## config.mk

```make
export PLATFORM = sky130hd
export DESIGN_NAME = ready_queue_scheduler
export DESIGN_NICKNAME = d
export VERILOG_FILES = /design/src/rtl/rqs_pkg.sv /design/src/rtl/rqs_ram.sv /design/src/rtl/ready_queue_scheduler.sv
export SDC_FILE = /design/constraint.sdc
export NUM_CORES = 1
export LEC_CHECK = 0
export BUFFER_PORTS_ARGS = -buffer_cell sky130_fd_sc_hd__clkbuf_2
export CORE_MARGIN = 5
export CORE_UTILIZATION = 61
export CTS_CLUSTER_SIZE = 25
export DETAILED_ROUTE_END_ITERATION = 10
export PLACE_DENSITY = 0.79
export SETUP_SLACK_MARGIN = 0.5
export SLEW_MARGIN = 0
export SYNTH_ARGS = -nofsm -noshare
export SYNTH_HDL_FRONTEND = slang
export SYNTH_SLANG_ARGS = --single-unit
```

## constraint.sdc

```tcl
create_clock -name clock -period 3.56 [get_ports clock]
set_input_delay 0.712 -clock clock [delete_from_list [all_inputs] [get_ports clock]]
set_output_delay 0.712 -clock clock [all_outputs]
set_load 0.02 [all_outputs]
```

## src/rtl/rqs_pkg.sv

```systemverilog
// ----------------------------------------------------------------------------
// rqs_pkg
// Shared types and constants for the ready queue scheduler.
// ----------------------------------------------------------------------------
`default_nettype none

package rqs_pkg;

   localparam int QueueDepthDefault = 16;
   localparam int IdBitsDefault     = 8;

   // Fixed field widths of the request and response beats
   localparam int CMD_W   = 3;
   localparam int PID_W   = 8;
   localparam int COUNT_W = 5;

   typedef enum logic [CMD_W-1:0] {
      CMD_ADD      = 3'd0,
      CMD_REMOVE   = 3'd1,
      CMD_NEXT     = 3'd2,
      CMD_DISPATCH = 3'd3,
      CMD_YIELD    = 3'd4
   } cmd_type;

   localparam logic STATUS_OK   = 1'b0;
   localparam logic STATUS_FAIL = 1'b1;

   typedef struct packed {
      cmd_type           command;
      logic [PID_W-1:0]  process_id;
      logic              transition_ok;
   } req_payload_type;

   typedef struct packed {
      logic                status;
      logic                popped_valid;
      logic [PID_W-1:0]    popped_id;
      logic                running_valid;
      logic [PID_W-1:0]    running_id;
      logic [COUNT_W-1:0]  ready_count;
   } rsp_payload_type;

endpackage

`default_nettype wire

```

## src/rtl/rqs_ram.sv

```systemverilog
// ----------------------------------------------------------------------------
// rqs_ram
// Generic single write port, single read port RAM with registered read data.
// ----------------------------------------------------------------------------
`default_nettype none

module rqs_ram #(
   parameter int WIDTH = 8,
   parameter int DEPTH = 16
) (
   input  wire logic                      clock,
   input  wire logic                      wr_en,
   input  wire logic [$clog2(DEPTH)-1:0]  wr_addr,
   input  wire logic [WIDTH-1:0]          wr_data,
   input  wire logic                      rd_en,
   input  wire logic [$clog2(DEPTH)-1:0]  rd_addr,
   output      logic [WIDTH-1:0]          rd_data
);

   logic [WIDTH-1:0] mem_ff [DEPTH];
   logic [WIDTH-1:0] rd_data_ff;

   always_ff @(posedge clock) begin
      if (wr_en) begin
         mem_ff[wr_addr] <= wr_data;
      end
      if (rd_en) begin
         rd_data_ff <= mem_ff[rd_addr];
      end
   end

   assign rd_data = rd_data_ff;

endmodule

`default_nettype wire

```

## src/rtl/ready_queue_scheduler.sv

```systemverilog
// ----------------------------------------------------------------------------
// ready_queue_scheduler
// Round-robin ready queue of process ids kept in a RAM, plus one running id.
// ----------------------------------------------------------------------------
//
//   channel  dir  handshake          beat
//   req_     in   req_valid/stall    req_payload (command, process_id, ok)
//   rsp_     out  rsp_valid/stall    rsp_payload (status, popped, running, count)
//
// One command at a time. Add, yield and unused codes go from EXEC to DONE;
// next and dispatch pass through POP as well (one RAM read). Remove clears
// the running id if it matches; else it searches from the head, reading
// and comparing each entry, then shifts later entries forward, reading and
// writing each entry, paced by the single registered RAM read port.
// Reset clears head, tail, count and the running slot; RAM is not cleared.
// A stalled response holds the finished command in the done state; no new
// command is taken until the response register loads.
// ----------------------------------------------------------------------------
`default_nettype none

module ready_queue_scheduler #(
   parameter int QUEUE_DEPTH = rqs_pkg::QueueDepthDefault,
   parameter int ID_BITS     = rqs_pkg::IdBitsDefault
) (
   input  wire logic                     clock,
   input  wire logic                     reset,
   input  wire logic                     req_valid,
   output      logic                     req_stall,
   input  wire rqs_pkg::req_payload_type req_payload,
   output      logic                     rsp_valid,
   input  wire logic                     rsp_stall,
   output      rqs_pkg::rsp_payload_type rsp_payload
);

   localparam int IDX_W  = $clog2(QUEUE_DEPTH);
   localparam int CNT_W  = $clog2(QUEUE_DEPTH + 1);
   localparam int SLOT_W = (ID_BITS < rqs_pkg::PID_W) ? ID_BITS : rqs_pkg::PID_W;
   localparam logic [IDX_W-1:0] LastIdx = IDX_W'(QUEUE_DEPTH - 1);
   localparam logic [CNT_W-1:0] FullCnt = CNT_W'(QUEUE_DEPTH);

   typedef enum logic [2:0] {
      ST_IDLE,
      ST_EXEC,
      ST_POP,
      ST_SRCH_RD,
      ST_SRCH_CMP,
      ST_SHIFT_RD,
      ST_SHIFT_WR,
      ST_DONE
   } state_type;

   function automatic logic [IDX_W-1:0] idx_inc(input logic [IDX_W-1:0] idx);
      return (idx == LastIdx) ? '0 : IDX_W'(idx + 1'b1);
   endfunction

   function automatic logic [IDX_W-1:0] idx_dec(input logic [IDX_W-1:0] idx);
      return (idx == '0) ? LastIdx : IDX_W'(idx - 1'b1);
   endfunction

   state_type                 state_ff, state_in;
   rqs_pkg::req_payload_type  req_ff, req_in;
   logic [IDX_W-1:0]          head_ff, head_in;
   logic [IDX_W-1:0]          tail_ff, tail_in;
   logic [CNT_W-1:0]          count_ff, count_in;
   logic                      run_valid_ff, run_valid_in;
   logic [SLOT_W-1:0]         run_id_ff, run_id_in;
   logic [IDX_W-1:0]          ptr_ff, ptr_in;
   logic [CNT_W-1:0]          k_ff, k_in;
   logic                      status_ff, status_in;
   logic                      popped_valid_ff, popped_valid_in;
   logic [SLOT_W-1:0]         popped_id_ff, popped_id_in;
   logic                      rsp_valid_ff, rsp_valid_in;
   rqs_pkg::rsp_payload_type  rsp_ff, rsp_in;

   logic                      ram_wr_en;
   logic [IDX_W-1:0]          ram_wr_addr;
   logic [SLOT_W-1:0]         ram_wr_data;
   logic                      ram_rd_en;
   logic [IDX_W-1:0]          ram_rd_addr;
   logic [SLOT_W-1:0]         ram_rd_data;

   logic [SLOT_W-1:0]         req_id;
   logic                      q_empty;
   logic                      q_full;
   logic                      out_free;

   rqs_ram #(
      .WIDTH (SLOT_W),
      .DEPTH (QUEUE_DEPTH)
   ) u_slots (
      .clock   (clock),
      .wr_en   (ram_wr_en),
      .wr_addr (ram_wr_addr),
      .wr_data (ram_wr_data),
      .rd_en   (ram_rd_en),
      .rd_addr (ram_rd_addr),
      .rd_data (ram_rd_data)
   );

   assign req_id   = req_ff.process_id[SLOT_W-1:0];
   assign q_empty  = (count_ff == '0);
   assign q_full   = (count_ff == FullCnt);
   assign out_free = !rsp_valid_ff || !rsp_stall;

   always_comb begin
      state_in        = state_ff;
      req_in          = req_ff;
      head_in         = head_ff;
      tail_in         = tail_ff;
      count_in        = count_ff;
      run_valid_in    = run_valid_ff;
      run_id_in       = run_id_ff;
      ptr_in          = ptr_ff;
      k_in            = k_ff;
      status_in       = status_ff;
      popped_valid_in = popped_valid_ff;
      popped_id_in    = popped_id_ff;
      rsp_valid_in    = rsp_valid_ff && rsp_stall;
      rsp_in          = rsp_ff;
      ram_wr_en       = 1'b0;
      ram_wr_addr     = tail_ff;
      ram_wr_data     = ram_rd_data;
      ram_rd_en       = 1'b0;
      ram_rd_addr     = head_ff;

      case (state_ff)
         ST_IDLE: begin
            if (req_valid) begin
               req_in   = req_payload;
               state_in = ST_EXEC;
            end
         end

         ST_EXEC: begin
            status_in       = rqs_pkg::STATUS_FAIL;
            popped_valid_in = 1'b0;
            popped_id_in    = '0;
            state_in        = ST_DONE;
            case (req_ff.command)
               rqs_pkg::CMD_ADD: begin
                  if (!q_full) begin
                     ram_wr_en   = 1'b1;
                     ram_wr_data = req_id;
                     tail_in     = idx_inc(tail_ff);
                     count_in    = CNT_W'(count_ff + 1'b1);
                     status_in   = rqs_pkg::STATUS_OK;
                  end
               end
               rqs_pkg::CMD_REMOVE: begin
                  if (run_valid_ff && run_id_ff == req_id) begin
                     run_valid_in = 1'b0;
                     run_id_in    = '0;
                     status_in    = rqs_pkg::STATUS_OK;
                  end else begin
                     ptr_in   = head_ff;
                     k_in     = '0;
                     state_in = ST_SRCH_RD;
                  end
               end
               rqs_pkg::CMD_NEXT: begin
                  if (!q_empty) begin
                     ram_rd_en = 1'b1;
                     state_in  = ST_POP;
                  end
               end
               rqs_pkg::CMD_DISPATCH: begin
                  if (!run_valid_ff && !q_empty) begin
                     ram_rd_en = 1'b1;
                     state_in  = ST_POP;
                  end
               end
               rqs_pkg::CMD_YIELD: begin
                  if (run_valid_ff && !q_full && req_ff.transition_ok) begin
                     ram_wr_en    = 1'b1;
                     ram_wr_data  = run_id_ff;
                     tail_in      = idx_inc(tail_ff);
                     count_in     = CNT_W'(count_ff + 1'b1);
                     run_valid_in = 1'b0;
                     run_id_in    = '0;
                     status_in    = rqs_pkg::STATUS_OK;
                  end
               end
               default: begin
                  status_in = rqs_pkg::STATUS_FAIL;
               end
            endcase
         end

         ST_POP: begin
            head_in  = idx_inc(head_ff);
            state_in = ST_DONE;
            if (req_ff.command == rqs_pkg::CMD_NEXT) begin
               count_in        = CNT_W'(count_ff - 1'b1);
               popped_valid_in = 1'b1;
               popped_id_in    = ram_rd_data;
               status_in       = rqs_pkg::STATUS_OK;
            end else if (req_ff.transition_ok) begin
               count_in     = CNT_W'(count_ff - 1'b1);
               run_valid_in = 1'b1;
               run_id_in    = ram_rd_data;
               status_in    = rqs_pkg::STATUS_OK;
            end else begin
               // transition refused: head id goes back to the tail, count holds
               ram_wr_en = 1'b1;
               tail_in   = idx_inc(tail_ff);
            end
         end

         ST_SRCH_RD: begin
            if (k_ff == count_ff) begin
               state_in = ST_DONE;
            end else begin
               ram_rd_en   = 1'b1;
               ram_rd_addr = ptr_ff;
               state_in    = ST_SRCH_CMP;
            end
         end

         ST_SRCH_CMP: begin
            if (ram_rd_data == req_id) begin
               state_in = ST_SHIFT_RD;
            end else begin
               ptr_in   = idx_inc(ptr_ff);
               k_in     = CNT_W'(k_ff + 1'b1);
               state_in = ST_SRCH_RD;
            end
         end

         ST_SHIFT_RD: begin
            if (CNT_W'(k_ff + 1'b1) == count_ff) begin
               tail_in   = idx_dec(tail_ff);
               count_in  = CNT_W'(count_ff - 1'b1);
               status_in = rqs_pkg::STATUS_OK;
               state_in  = ST_DONE;
            end else begin
               ram_rd_en   = 1'b1;
               ram_rd_addr = idx_inc(ptr_ff);
               state_in    = ST_SHIFT_WR;
            end
         end

         ST_SHIFT_WR: begin
            ram_wr_en   = 1'b1;
            ram_wr_addr = ptr_ff;
            ptr_in      = idx_inc(ptr_ff);
            k_in        = CNT_W'(k_ff + 1'b1);
            state_in    = ST_SHIFT_RD;
         end

         ST_DONE: begin
            if (out_free) begin
               rsp_valid_in          = 1'b1;
               rsp_in.status         = status_ff;
               rsp_in.popped_valid   = popped_valid_ff;
               rsp_in.popped_id      = rqs_pkg::PID_W'(popped_id_ff);
               rsp_in.running_valid  = run_valid_ff;
               rsp_in.running_id     = run_valid_ff ? rqs_pkg::PID_W'(run_id_ff) : '0;
               rsp_in.ready_count    = rqs_pkg::COUNT_W'(count_ff);
               state_in              = ST_IDLE;
            end
         end

         default: begin
            state_in = ST_IDLE;
         end
      endcase
   end

   always_ff @(posedge clock) begin
      req_ff          <= req_in;
      ptr_ff          <= ptr_in;
      k_ff            <= k_in;
      status_ff       <= status_in;
      popped_valid_ff <= popped_valid_in;
      popped_id_ff    <= popped_id_in;
      rsp_ff          <= rsp_in;
      if (reset) begin
         state_ff     <= ST_IDLE;
         head_ff      <= '0;
         tail_ff      <= '0;
         count_ff     <= '0;
         run_valid_ff <= 1'b0;
         run_id_ff    <= '0;
         rsp_valid_ff <= 1'b0;
      end else begin
         state_ff     <= state_in;
         head_ff      <= head_in;
         tail_ff      <= tail_in;
         count_ff     <= count_in;
         run_valid_ff <= run_valid_in;
         run_id_ff    <= run_id_in;
         rsp_valid_ff <= rsp_valid_in;
      end
   end

   assign req_stall   = (state_ff != ST_IDLE);
   assign rsp_valid   = rsp_valid_ff;
   assign rsp_payload = rsp_ff;

endmodule

`default_nettype wire

```

Yosys cells after proc, flatten, opt, wreduce, memory -nomap -nowiden
Memories as Yosys holds them, arrays and structs flattened. A register that Yosys moved wholly into a read port is not among the register bits. Cells that the tools add are included.

Register bits after elaboration: 81. Bits in writable memories: 128. Bits of input ports: 16. Output and inout bits: 26. Word-level logic and storage cells: 176. Memories: 1.

Memories: u_slots.mem_ff (words 16, bits a word 8, read ports 1, clocked after Yosys merged registers in 1, write ports 1, RTL line rqs_ram.sv:20) `logic [WIDTH-1:0] mem_ff [DEPTH];`.

$add $sub $neg: 7. Eq/ne operators: 35. Multiplexer cells: 84. Reduce and logical (&&, ||, !) cells: 28.

Operators with widths (count): two-way mux 8 bit (8); case mux 8 bit (2 select lines) (4); two-way mux 4 bit (15); two-way mux 5 bit (8); case mux 5 bit (3 select lines) (2); two-way mux 1 bit (24); case mux 3 bit (8 select lines) (1); case mux 4 bit (3 select lines) (2); two-way mux 3 bit (6); inequality test 2 bit, second input constant (9); == test 8 bit (2); case mux 4 bit (2 select lines) (2); == test 3 bit, second input constant (5); adder 4 x 1 -> 4 bit, second input constant (3); == test 3 x 2 -> 1 bit, second input constant (4); == test 4 bit, second input constant (3); inequality test 3 bit, second input constant (4); case mux 1 bit (3 select lines) (4); AND reduction 6 bit (2); adder 5 x 1 -> 5 bit, second input constant (2); == test 5 bit (2); case mux 1 bit (2 select lines) (5); case mux 5 bit (2 select lines) (1); case mux 3 bit (3 select lines) (1); other kinds (19) (35).

Depth between registers and ports, before layout
Gate-level depths: netlist of run 1.

Depth in word-level cells: 9. Depth in mapped cells: 13. Depth with buffers taken out: 10.

By module
A second synthesis of run 1 with hierarchy kept.

Cells, all modules: 626. Area, all modules: 9476.6 um^2.

By module, submodules not included: rqs_ram (instances 1, cells an instance 229, area each 5227.5 um^2, seq. area each 4083.9 um^2); ready_queue_scheduler (instances 1, cells an instance 397, area each 4249.1 um^2, seq. area each 2172.1 um^2).

Worst setup path before layout of run 1
No wires, ideal clock.

Path kind: reg-to-reg. Start point: register k_ff[4]. End point: register u_slots.rd_data_ff[0] (netlist: u_slots.rd_data[0]) (read register of u_slots.mem_ff) (data pin). Setup time: 265 ps. Arrival time: 2478 ps. Required time: 3295 ps. Setup slack: 817 ps. Stages on the path, launching flop included: 11. Path buffers: 2. Period minus slack after synthesis: 2743 ps. Cells stage by stage: edfxtp_1 xnor2_2 and3_4 a211o_1 and2_0 a221o_1 buf_6 buf_8 mux2_4 o311ai_1 o22ai_1.

Word-level cells in the longest chain between the ends: 4. Elaborated cells between the ends (all ways): 9. Those cells by class: add/sub: 1; eq/ne: 2; mux: 6.

RTL lines: start: declaration (RTL line ready_queue_scheduler.sv:68) `logic [CNT_W-1:0] k_ff, k_in;`; start signal: assignment (RTL line ready_queue_scheduler.sv:272) `k_ff <= k_in;`; adder 5 x 1 -> 5 bit (RTL line ready_queue_scheduler.sv:230) `if (CNT_W'(k_ff + 1'b1) == count_ff) begin`; == test 5 bit (RTL line ready_queue_scheduler.sv:230); two-way mux 1 bit or two-way mux 4 bit (tied branches) (RTL line ready_queue_scheduler.sv:230); case mux 1 bit (3 select lines) or case mux 4 bit (2 select lines) (tied branches) (RTL line ready_queue_scheduler.sv:126) `case (state_ff)`; end: declaration (RTL line rqs_ram.sv:21) `logic [WIDTH-1:0] rd_data_ff;`.

Parallel ways exist; a longest one is shown, timed or not. A chain may end at the register's enable or synchronous reset.

Final worst setup path of run 1
Start point: register k_ff[0]. End point: register u_slots.rd_data_ff[5] (netlist: u_slots.rd_data[5]) (read register of u_slots.mem_ff) (data pin).

The elaborated chain is that of the path after synthesis.

==> results of run 1 <==
[per-stage QoR]
stage          cell area [µm²]  hold WS [ns]  utilization (%)  setup slack (ns)
3_5_place_dp             10300         0.405             65.3             0.334
5_1_grt                  11500         0.360             73.0             0.285
6_report                 11500         0.375             73.0             0.311
4_1_cts                  11200         0.361             70.7             0.463
2_1_floorplan             9720         0.400                -             0.817
3_3_place_gp             10300         0.401             65.3             0.408
[worst max path at each step]
stage,startpoint,end,cells past startpoint
after floorplan,k_ff[4],u_slots.rd_data[0],10
after global placement,k_ff[0],u_slots.rd_data[6],10
after detailed placement,count_ff[4],u_slots.rd_data[4],10
after CTS,k_ff[0],u_slots.rd_data[2],11
after global routing,k_ff[0],u_slots.rd_data[5],12
final,k_ff[0],u_slots.rd_data[5],13
[flip-flops by register name, summed over array words and instances, names as in the netlist]
register and flops:
u_slots.rd_data 8, ptr_ff 4, popped_valid_ff 1, head_ff 4, u_slots.mem_ff 128, tail_ff 4
rsp_valid 1, req_id 8, run_id_ff 8, rsp_payload 24, status_ff 1, run_valid_ff 1
state_ff 3, req_ff 4, popped_id_ff 8, count_ff 5, k_ff 5
[layout by cell type (no fill, tap or decap), types with 8 or more instances in the layout]
cell         n
nand3_1     14
clkbuf_16   25
nand2b_1    11
dfxtp_1     24
a21oi_1     27
mux2i_1     79
clkbuf_2    41
buf_4       53
o22ai_1     10
and2_1      18
a22oi_1      8
xor2_1      24
o21ai_0     22
nand2_1     47
a211oi_1    10
edfxtp_1   191
nor2_1      71
[layout make-up]
class	count	area, µm²
fillers	1005	4270
well taps	216	270
flip-flops and latches	217	6260
clock buffers	28	604
repair buffers	107	865
inverters	6	22.5
multi-input cells	469	3420
clock inverters	13	60.1
[routing by layer]
layer	part of all wire [%]	GRT usage (%)	routed length, µm
met5	0	0	0
met2	49	39.3	11100
met1	41	32.3	9290
met3	7.5	4.22	1690
met4	2.1	7.67	466
[worst reg2reg max path, cell delays in order (launching register included)]
cell	delay, ns
edfxtp_1	0.50
ha_4	0.27
xor2_1	0.14
nor2_1	0.10
o211a_1	0.28
buf_6	0.14
a21oi_2	0.08
a221o_4	0.41
buf_4	0.18
buf_16	0.14
mux2i_1	0.16
o22ai_1	0.16
a211oi_1	0.30
o22ai_1	0.14
[power by group through the flow]
stage | clock [mW] | combinational, mW | sequential [mW]
finish | 2.13 | 2.48 | 3.43
global route | 2.27 | 2.67 | 3.46
CTS | 2.16 | 2.20 | 3.42
detailed placement | 0 | 2.05 | 3.46
global placement | 0 | 1.99 | 3.45
floorplan | 0 | 1.50 | 3.39
[cells by family after synthesis]
family | Yosys count | synth area share [%]
xor gates and xnor gates | 34 | 3.14
muxes | 93 | 9.97
DFF | 217 | 64.4
AOI/OAI and AO/OA | 129 | 9.10
and+or+nand+nor | 203 | 9.89
adders and majority gates | 9 | 1.24
buffers and inverters | 40 | 2.28
[what timing repair did]
action	4_1_cts	5_1_grt
resized for setup	11	32
pin swaps	5	12
cloned	2	3
setup endpoints to repair	8	144
buffers inserted	11	16
==> summary.md, run 1 <==
| Metric | Value |
|---|---|
| Avg Cell Area, Syn | 13.4 µm² |
| Final ANT Viol Nets | 0 |
| Reg2reg path depth | 13 |
| Worst skew pair latency | about 0.52 ns |
| Slowest cell delay on critical path | approximately 0.50 ns |
| Layout Nets | between 800 and 900 |
| CTS max path bufs | 3 |
| Grt total ovfl | 0 |
| Top cells by count, synth | 191 x edfxtp_1, 81 x mux2i_1, 75 x nor2_1, 47 x nand2_1, 29 x a21oi_1 |
| Vias per cell | between 6 and 7 |
| Hold Crit Depth | 1 |
| Post-synthesis sequential area ratio | approximately 64% |
| CTS tree | yes |
| Setup TNS | 0 ns |
| Top fanout value on the critical path | 5 |
| Async set-reset flop share out of synthesis | 0% |
| Vias | around 6400 |
| Initial core utilization | between 60% and 70% |
| First-pass GRT wire length | around 34000 µm |
| Initial antenna violation count | 0 |
| Worst path buffer plus inverter count | 3 |
| Io pins | 42 |
| Synth Flop Type | edfxtp_1 |
| Psw | about 2.6 mW |
| Switching share of power | roughly a third |
| Core area | 0.0158 mm² |
| R2R Setup Slk | around 0.31 ns |
| CP required | ~3.8 ns |
| P_leak | 3.99 nW |
| Post-synth top area cell | edfxtp_1 |
| Layout area overhead | 18.4% |
| Worst-path clk slew | around 0.060 ns |
| Sink Count | between 200 and 250 |
| Crit-path slowest cell | edfxtp_1 |
| Endpoints failing setup | 0 |
| Post-synth EDFFs | roughly 190 |
| Synth Register Bits | ~220 |
| GR Util All Layers | 23.8% |
| Syn Std Cell Area | ~0.0097 mm² |
| Final hold vios | 0 |
| Layout Skew | ~0.016 ns |
| Inst Count DP | around 980 |
| H-tree depth | 1 |
| Pins Over Slew Limit | 0 |
| Most used cell, CP | o22ai_1 |
| Hold path startpoint | req_payload[5] |
| Largest cells by area after synthesis | edfxtp_1 59%, mux2i_1 8.3%, dfxtp_1 5.4% |
| Routed wire length | 22500 µm |
| Worst Path Arrival | 3.50 ns |
| VDD IR max | approximately 0.00044 V |
| Max-cap violations | 0 |
| Largest net degree at the start of global routing | 27 |
| Delay-heaviest family, CP | compound AO/OA/AOI/OAI gates |
| Syn. warnings | 0 |
| Worst Hold Endpoint | req_id[4] |
| Comb power frac | a little under a third |
| Die area | between 0.015 and 0.02 mm² |
| Total CTS buffers | 23 |
| CP endpoint kind | flop |
| Int Pwr | 5.45 mW |
| Worst-path cell chain | ha_4, xor2_1, nor2_1, o211a_1, buf_6, a21oi_2, a221o_4, buf_4, buf_16, mux2i_1, o22ai_1, a211oi_1, o22ai_1 |
| Period utilization | about 90% |
| Number of diodes | 0 |
| Slew Limit Headroom | 30.1% |
| Final instance count without filler cells | roughly 1100 |
| Hold-fix buffers, CTS | 0 |
| Die H | roughly 140 µm |
| Gate Count Post-Synth | approximately 730 |
| Post-synthesis cell type count | 60 |
| CTS root buf | clkbuf_16 |
| Post-DP HPWL | approximately 14000 µm |
| Input/output buffers | just over 40 |
| PwrDens | 700 mW/mm² |
| FMAX | just over 300 MHz |
| Flop pwr share | a little over two fifths |
| Worst slew pin tran | approximately 1.0 ns |
| Tmin final | between 3 and 4 ns |
| Synth top area share | about 60% |
| Row Count | 46 |
| Routed length per placed instance | 21.3 µm |
| Outcome | completed |
| Drt pass-1 iters | 5 |
| # DRC | 0 |
| Power Total | around 8 mW |
| Initial DRC count | around 530 |
| Most frequent cell after synthesis | edfxtp_1 |
| Setup Crit Path Kind | reg -> reg |
| RR Endpoint | u_slots.rd_data[5] |
| Share of cells above drive strength 1 | a little under a quarter |
| Number of global-route vias before repair | 6307 |
| GP Congestion | between 0.8 and 0.9 |
| CP Launch Type | flop |
| Clock share of power | between 20% and 30% |
| Mapped Nets | 750 |
| Worst min path class | in -> reg |
| Reg2reg start | k_ff[0] |
| RSZ-0062 raised after global routing | true |
| Die width | between 100 and 150 µm |
(Power assumes the default switching activity.)
==> inputs of run 2 (changes only) <==
GPL_TIMING_DRIVEN = 0   (was default)
==> run 2 against run 1 <==
Maximum frequency grew 2.6%. Clock skew fell by 0.0056 ns. Critical path depth did not move. Die area unchanged.
==> summary.md, run 2 (synthesis results as in run 1) <==
| Metric | Value |
|---|---|
| Outcome | completed |
| Worst slew pin tran | 1.19 ns (+0.143 ns) |
| Top fanout value on the critical path | 6 (+1) |
| Initial core utilization | 61.6% (unchanged) |
| Final instance area | 0.0117 mm² (+2.0%) |
| Routed wire length | 23100 µm (+2.6%) |
| Initial antenna violation count | 0 (unchanged) |
| Pins Over Slew Limit | 0 (unchanged) |
| Worst slack, placed | 0.0735 ns (-0.260 ns) |
| RSZ-0062 raised after global routing | true |
| Endpoints failing setup | 0 (unchanged) |
| Max-cap violations | 0 (unchanged) |
| Comb power frac | 31.7% (+0.9 points) |
| Die H | 136 µm (unchanged) |
| Number of global-route vias before repair | 6286 (-0.33%) |
| Largest net degree at the start of global routing | 20 (-26%) |
| Row Count | 46 (unchanged) |
| # DRC | 0 (unchanged) |
| Drt pass-1 iters | 5 (unchanged) |
| Inst Count DP | 990 (+0.71%) |
| Worst Path Arrival | 3.40 ns (-0.10 ns) |
| CP endpoint kind | flop |
| H-tree depth | 1 (unchanged) |
| Routed length per placed instance | 22.1 µm (+3.4%) |
| Slowest cell delay on critical path | 0.48 ns (-0.02 ns) |
| Reg with most FFs | u_slots.mem_ff |
| Layout Skew | 0.0107 ns (-0.00562 ns) |
| Worst-path cell chain | ha_4, xor2_1, nor2_1, o211a_4, a21o_1, a221o_1, buf_6, buf_12, buf_12, mux2i_2, mux2i_1, mux2i_1, mux2i_1 |
| FMAX | 316 MHz (+2.6%) |
| Hold slack | 0.386 ns (+0.0109 ns) |
| GR Util All Layers | 24.2% (+0.43 points) |
| VDD IR max | 0.000485 V (+11%) |
| Hold-fix buffers, CTS | 0 (unchanged) |
| Commonest non-fill, non-tap cells in the layout | 191 x edfxtp_1, 70 x mux2i_1, 57 x nor2_1 |
| Die area | 0.0186 mm² (unchanged) |
| Switching share of power | 32.7% (+0.36 points) |
| Most common cell after layout, fill and taps aside | edfxtp_1 |
| Post-DP HPWL | 14800 µm (+3.6%) |
| Int Pwr | 5.63 mW (+3.3%) |
| Vias per cell | 6.14 (+1.3%) |
| Worst min path class | in -> reg |
| CTS root buf | clkbuf_16 |
| Sink Count | 217 (unchanged) |
| Tmin final | 3.17 ns (-0.0817 ns) |
| PwrDens | 713 mW/mm² (+1.9%) |
| Io pins | 42 (unchanged) |
| Most used cell, CP | mux2i_1 |
| Number of flip-flops in the largest register | 128 (unchanged) |
| Slew Limit Headroom | 20.7% (-9.4 points) |
| Delay-heaviest family, CP | compound AO/OA/AOI/OAI gates |
| Vias | 6435 (+0.48%) |
| Input/output buffers | 40 (-2.4%) |
| Power Total | 8.36 mW (+3.9%) |
| P_leak | 3.92 nW (-1.8%) |
| Final ANT Viol Nets | 0 (unchanged) |
| Core Util, Final | 74.4% (+1.5 points) |
| Number of diodes | 0 (unchanged) |
| Initial DRC count | 592 (+12%) |
| CP required | 3.79 ns (-0.02 ns) |
| Crit-path slowest cell | edfxtp_1 |
| CP Launch Type | flop |
| Setup Crit Path Kind | reg -> reg |
| First-pass GRT wire length | 34200 µm (+0.38%) |
| Core area | 0.0158 mm² (unchanged) |
| CTS tree | yes |
| Flop pwr share | 40.6% (-2.0 points) |
| Setup slack after layout | 0.393 ns (+0.0817 ns) |
| Grt total ovfl | 0 (unchanged) |
| Worst path buffer plus inverter count | 3 (unchanged) |
| Worst skew pair latency | 0.50 ns (-0.02 ns) |
| R2R Setup Slk | 0.39 ns (+0.08 ns) |
| Layout area overhead | 20.8% |
| Setup TNS | 0 ns (unchanged) |
| CTS max path bufs | 3 (unchanged) |
| Final instance count without filler cells | 1048 (-0.76%) |
| GP Congestion | 0.920 (+4.9%) |
| Fill count | 975 (-3.0%) |
| Area post-placement | 0.0103 mm² (-0.12%) |
| Share of cells above drive strength 1 | 24.5% (+1.8 points) |
| Die width | 136 µm (unchanged) |
| Clock share of power | 27.7% (+1.2 points) |
| Final hold vios | 0 (unchanged) |
| Total CTS buffers | 22 (-4.3%) |
| Worst-path clk slew | 0.06 ns (about the same) |
| Layout Nets | 841 (-0.94%) |
| Period utilization | 89.0% (-2.3 points) |
| Psw | 2.74 mW (+5.1%) |
==> run 2: what timing repair did <==
action / CTS / global route
cloned: 0 / 2
setup buffers: 7 / 9
setup endpoints to repair: 154 / 190
resized for setup: 61 / 59
hold endpoints to repair: 0 / 0
pin swaps: 6 / 18
==> run 2: area by class of cell <==
type | instances | area [µm²] | area share (%)
well taps | 216 | 270 | 2.30
clock buffers | 29 | 598 | 5.10
plain buffers | 34 | 254 | 2.16
flip-flops and latches | 217 | 6260 | 53.4
multi-input cells | 468 | 3730 | 31.8
repair buffers | 67 | 468 | 3.99
clock inverters | 11 | 126 | 1.08
inverters | 6 | 22.5 | 0.192
==> run 2: worst paths after layout <==
check	cells after the start	end	startpoint
max	13	u_slots.rd_data[1]	k_ff[0]
min	1	req_id[2]	req_payload[3]
max reg2reg	13	u_slots.rd_data[1]	k_ff[0]
min reg2reg	0	rsp_payload[15]	popped_id_ff[1]
==> run 2: power groups by stage <==
stage          Combinational (mW)  Clock, mW  Sequential (mW)
6_report                     2.65       2.31             3.40
5_1_grt                      2.81       2.44             3.42
4_1_cts                      2.37       2.32             3.39
3_5_place_dp                 2.13          0             3.43
3_3_place_gp                 1.98          0             3.43
2_1_floorplan                1.50          0             3.39
==> run 2: per-layer routing <==
metal / global-route usage [%] / part of all wire, % / vias up
met4: 10.4 / 4.1 / 0
met2: 40.6 / 49 / 337
met5: 0 / 0 / -
met3: 3.63 / 7.8 / 73
met1: 31.6 / 39 / 3108
li1: - / - / 2917
==> inputs of run 3 (changes only) <==
ABC_AREA = 1   (was default)
CORE_UTILIZATION = 62   (was 61)
PLACE_DENSITY = 0.8   (was 0.79)
==> run 3 against run 2 <==
Synthesized cell count up 43%. Non-clock buffer count fell by 17. Worst hold slack lost 0.0025 ns. Count of clock-buffer cells in the layout down 4. Maximum frequency rose by 9.2%. Clock power increased by 4%. First-iteration DRC count increased by 82%. Die area is 2.5% higher. Via count up 18%. Setup slack gained 0.27 ns. Sequential cell count is the same. Critical path type unchanged. Critical endpoint is now u_slots.rd_data[2].
==> summary.md, run 3 <==
| Metric | Value |
|---|---|
| Outcome | completed |
| P_leak | 4.87 nW (+24%) |
| Most common cell after layout, fill and taps aside | nand2_1 |
| GP Congestion | 0.944 (+2.6%) |
| Worst slew pin tran | 1.21 ns (+0.0252 ns) |
| Vias per cell | 5.67 (-7.6%) |
| Sink Count | 217 (unchanged) |
| Synth top area share | 56.6% (-2.5 points) |
| Post-synth top area cell | edfxtp_1 |
| Final hold vios | 0 (unchanged) |
| Synth Register Bits | 217 (unchanged) |
| Row Count | 46 (unchanged) |
| Die H | 138 µm (+1.2%) |
| Syn Std Cell Area | 0.0101 mm² (+4.4%) |
| Commonest non-fill, non-tap cells in the layout | 217 x nand2_1, 191 x edfxtp_1, 174 x nand3_1 |
| Pins Over Slew Limit | 0 (unchanged) |
| Worst Path Arrival | 3.25 ns (-0.15 ns) |
| Layout area overhead | 14.7% |
| CTS tree | yes |
| Routed wire length | 24200 µm (+4.7%) |
| Reg2reg start | k_ff[0] |
| Avg Cell Area, Syn | 9.78 µm² (-27%) |
| Hold path startpoint | req_payload[3] |
| Worst skew pair latency | 0.50 ns (about the same) |
| Largest cells by area after synthesis | edfxtp_1 57%, nand3_1 8.8%, nand2_1 8.0% |
| Initial DRC count | 1078 (+82%) |
| RR Endpoint | u_slots.rd_data[2] |
| Post-synth EDFFs | 191 (unchanged) |
| Tmin final | 2.90 ns (-0.267 ns) |
| Top cells by count, synth | 217 x nand2_1, 191 x edfxtp_1, 178 x nand3_1, 159 x inv_1, 61 x nor2_1 |
| CP required | 3.91 ns (+0.12 ns) |
| Top fanout value on the critical path | 10 (+4) |
| Worst Hold Endpoint | req_id[2] |
| Initial antenna violation count | 0 (unchanged) |
| Number of diodes | 0 (unchanged) |
| Initial core utilization | 63.6% (+2.0 points) |
| Routed length per placed instance | 18.0 µm (-18%) |
| CTS root buf | clkbuf_16 |
| Max-cap violations | 0 (unchanged) |
| Core Util, Final | 72.9% (-1.5 points) |
| RSZ-0062 raised after global routing | false |
| Grt total ovfl | 0 (unchanged) |
| Reg with most FFs | u_slots.mem_ff |
| Post-DP HPWL | 16800 µm (+14%) |
| Worst-path cell chain | ha_1, or2_4, a21oi_1, nor2_1, nand2_2, nand2_4, nand2_2, nor2_1, nor2_2, buf_2, nand3_1, nand3_1, nand3_1, nand2_1 |
| Drt pass-1 iters | 5 (unchanged) |
| Number of global-route vias before repair | 7130 (+13%) |
| Endpoints failing setup | 0 (unchanged) |
| Number of flip-flops in the largest register | 128 (unchanged) |
| H-tree depth | 1 (unchanged) |
| CP endpoint kind | flop |
| Worst-path clk slew | 0.07 ns (about the same) |
| Delay-heaviest family, CP | simple AND/OR/NAND/NOR gates |
| Worst path buffer plus inverter count | 1 (-2) |
| PwrDens | 800 mW/mm² (+12%) |
| # DRC | 0 (unchanged) |
| VDD IR max | 0.000439 V (-9.6%) |
| Hold Crit Depth | 1 (unchanged) |
| CP Launch Type | flop |
| Share of cells above drive strength 1 | 15.1% (-9.4 points) |
| Mapped Nets | 1062 (+42%) |
| Total CTS buffers | 22 (unchanged) |
| FMAX | 345 MHz (+9.2%) |
| Core area | 0.0159 mm² (+1.1%) |
| Setup slack after layout | 0.660 ns (+0.267 ns) |
| Period utilization | 81.5% (-7.5 points) |
| Most frequent cell after synthesis | nand2_1 |
| R2R Setup Slk | 0.66 ns (+0.27 ns) |
| Gate Count Post-Synth | 1037 (+43%) |
| Die width | 138 µm (+1.2%) |
| Layout Nets | 1136 (+35%) |
| Synth Flop Type | edfxtp_1 |
| Worst min path class | in -> reg |
| Io pins | 42 (unchanged) |
| Syn. warnings | 0 (unchanged) |
| Setup Crit Path Kind | reg -> reg |
| Input/output buffers | 40 (unchanged) |
| Layout Skew | 0.0144 ns (+0.00370 ns) |
| Post-synthesis cell type count | 42 (-30%) |
| Worst slack, placed | 0.362 ns (+0.288 ns) |
| GR Util All Layers | 25.7% (+1.5 points) |
| First-pass GRT wire length | 37300 µm (+9.2%) |
| Crit-path slowest cell | edfxtp_1 |
| Largest net degree at the start of global routing | 21 (+5.0%) |
| Vias | 7620 (+18%) |
| Die area | 0.0190 mm² (+2.5%) |
| Post-synthesis sequential area ratio | 61.7% (-2.7 points) |
| Async set-reset flop share out of synthesis | 0% (unchanged) |
| Reg2reg path depth | 14 (+1) |
| Most used cell, CP | nand3_1 |
| CTS max path bufs | 3 (unchanged) |
| Slew Limit Headroom | 18.4% (-2.2 points) |
| Slowest cell delay on critical path | 0.47 ns (about the same) |
| Final ANT Viol Nets | 0 (unchanged) |
-- run 3: logic make-up (layout without fill, tap and decap cells) --
logic type / count (synthesis) / after routing / synth area share [%]
AND/OR/NAND/NOR: 506 / 506 / 22.8
XOR/XNOR: 14 / 14 / 1.21
AO/OA/AOI/OAI: 91 / 91 / 4.92
adder cells (fa/ha/maj): 9 / 9 / 1.18
flip-flops: 217 / 217 / 61.7
buffers and inverters: 200 / 290 / 8.23
-- run 3: area by class of cell --
class / instances / area [µm²]
flip-flops and latches: 217 / 6260
repair buffers: 50 / 310
plain buffers: 34 / 211
clock inverters: 15 / 173
clock buffers: 25 / 583
inverters: 166 / 623
fillers: 1107 / 4310
well taps: 216 / 270
multi-input cells: 620 / 3200
-- run 3: per-layer routing --
layer / global-route usage [%] / vias up / wire, µm
met5: 0 / - / 0
met4: 7.46 / 0 / 591
met3: 3.74 / 47 / 2320
met2: 40.9 / 408 / 11300
met1: 37.4 / 3537 / 9970
li1: - / 3628 / -
-- run 3: power breakdown --
group | switching [mW] | internal, mW | leakage (nW)
sequential | 0.246 | 3.37 | 1.96
combinational | 2.30 | 0.979 | 2.54
clock | 0.947 | 1.46 | 0.374
total | 3.50 | 5.81 | 4.87
-- run 3: metrics by stage --
stage                     total power, mW  hold slack (ns)  cell area [µm²]  std cells  setup TNS, ns
after floorplan                      5.73            0.400            10100       1037              0
after global placement               6.61            0.401            10600       1293         -50.60
after detailed placement             6.75            0.407            10700       1302              0
after CTS                            9.18            0.378            11500       1342              0
after global routing                 9.75            0.376            11600       1343              0
final                                9.31            0.384            11600       1343              0
-- run 3: how the worst max path moves through the flow --
| stage | to | cells after the start | startpoint |
|---|---|---|---|
| CTS | u_slots.mem_ff[12][0] | 9 | req_ff[9] |
| detailed placement | u_slots.mem_ff[7][2] | 9 | req_ff[9] |
| floorplan | u_slots.mem_ff[10][0] | 9 | req_ff[9] |
| global placement | u_slots.mem_ff[10][1] | 7 | count_ff[1] |
| finish | u_slots.rd_data[2] | 14 | k_ff[0] |
| global route | u_slots.mem_ff[10][0] | 8 | count_ff[1] |
-- run 3: what timing repair did --
action,CTS,global route
buffers inserted,0,1
pin swaps,0,1
resized for setup,13,26
setup endpoints to repair,137,218
hold buffers,0,0
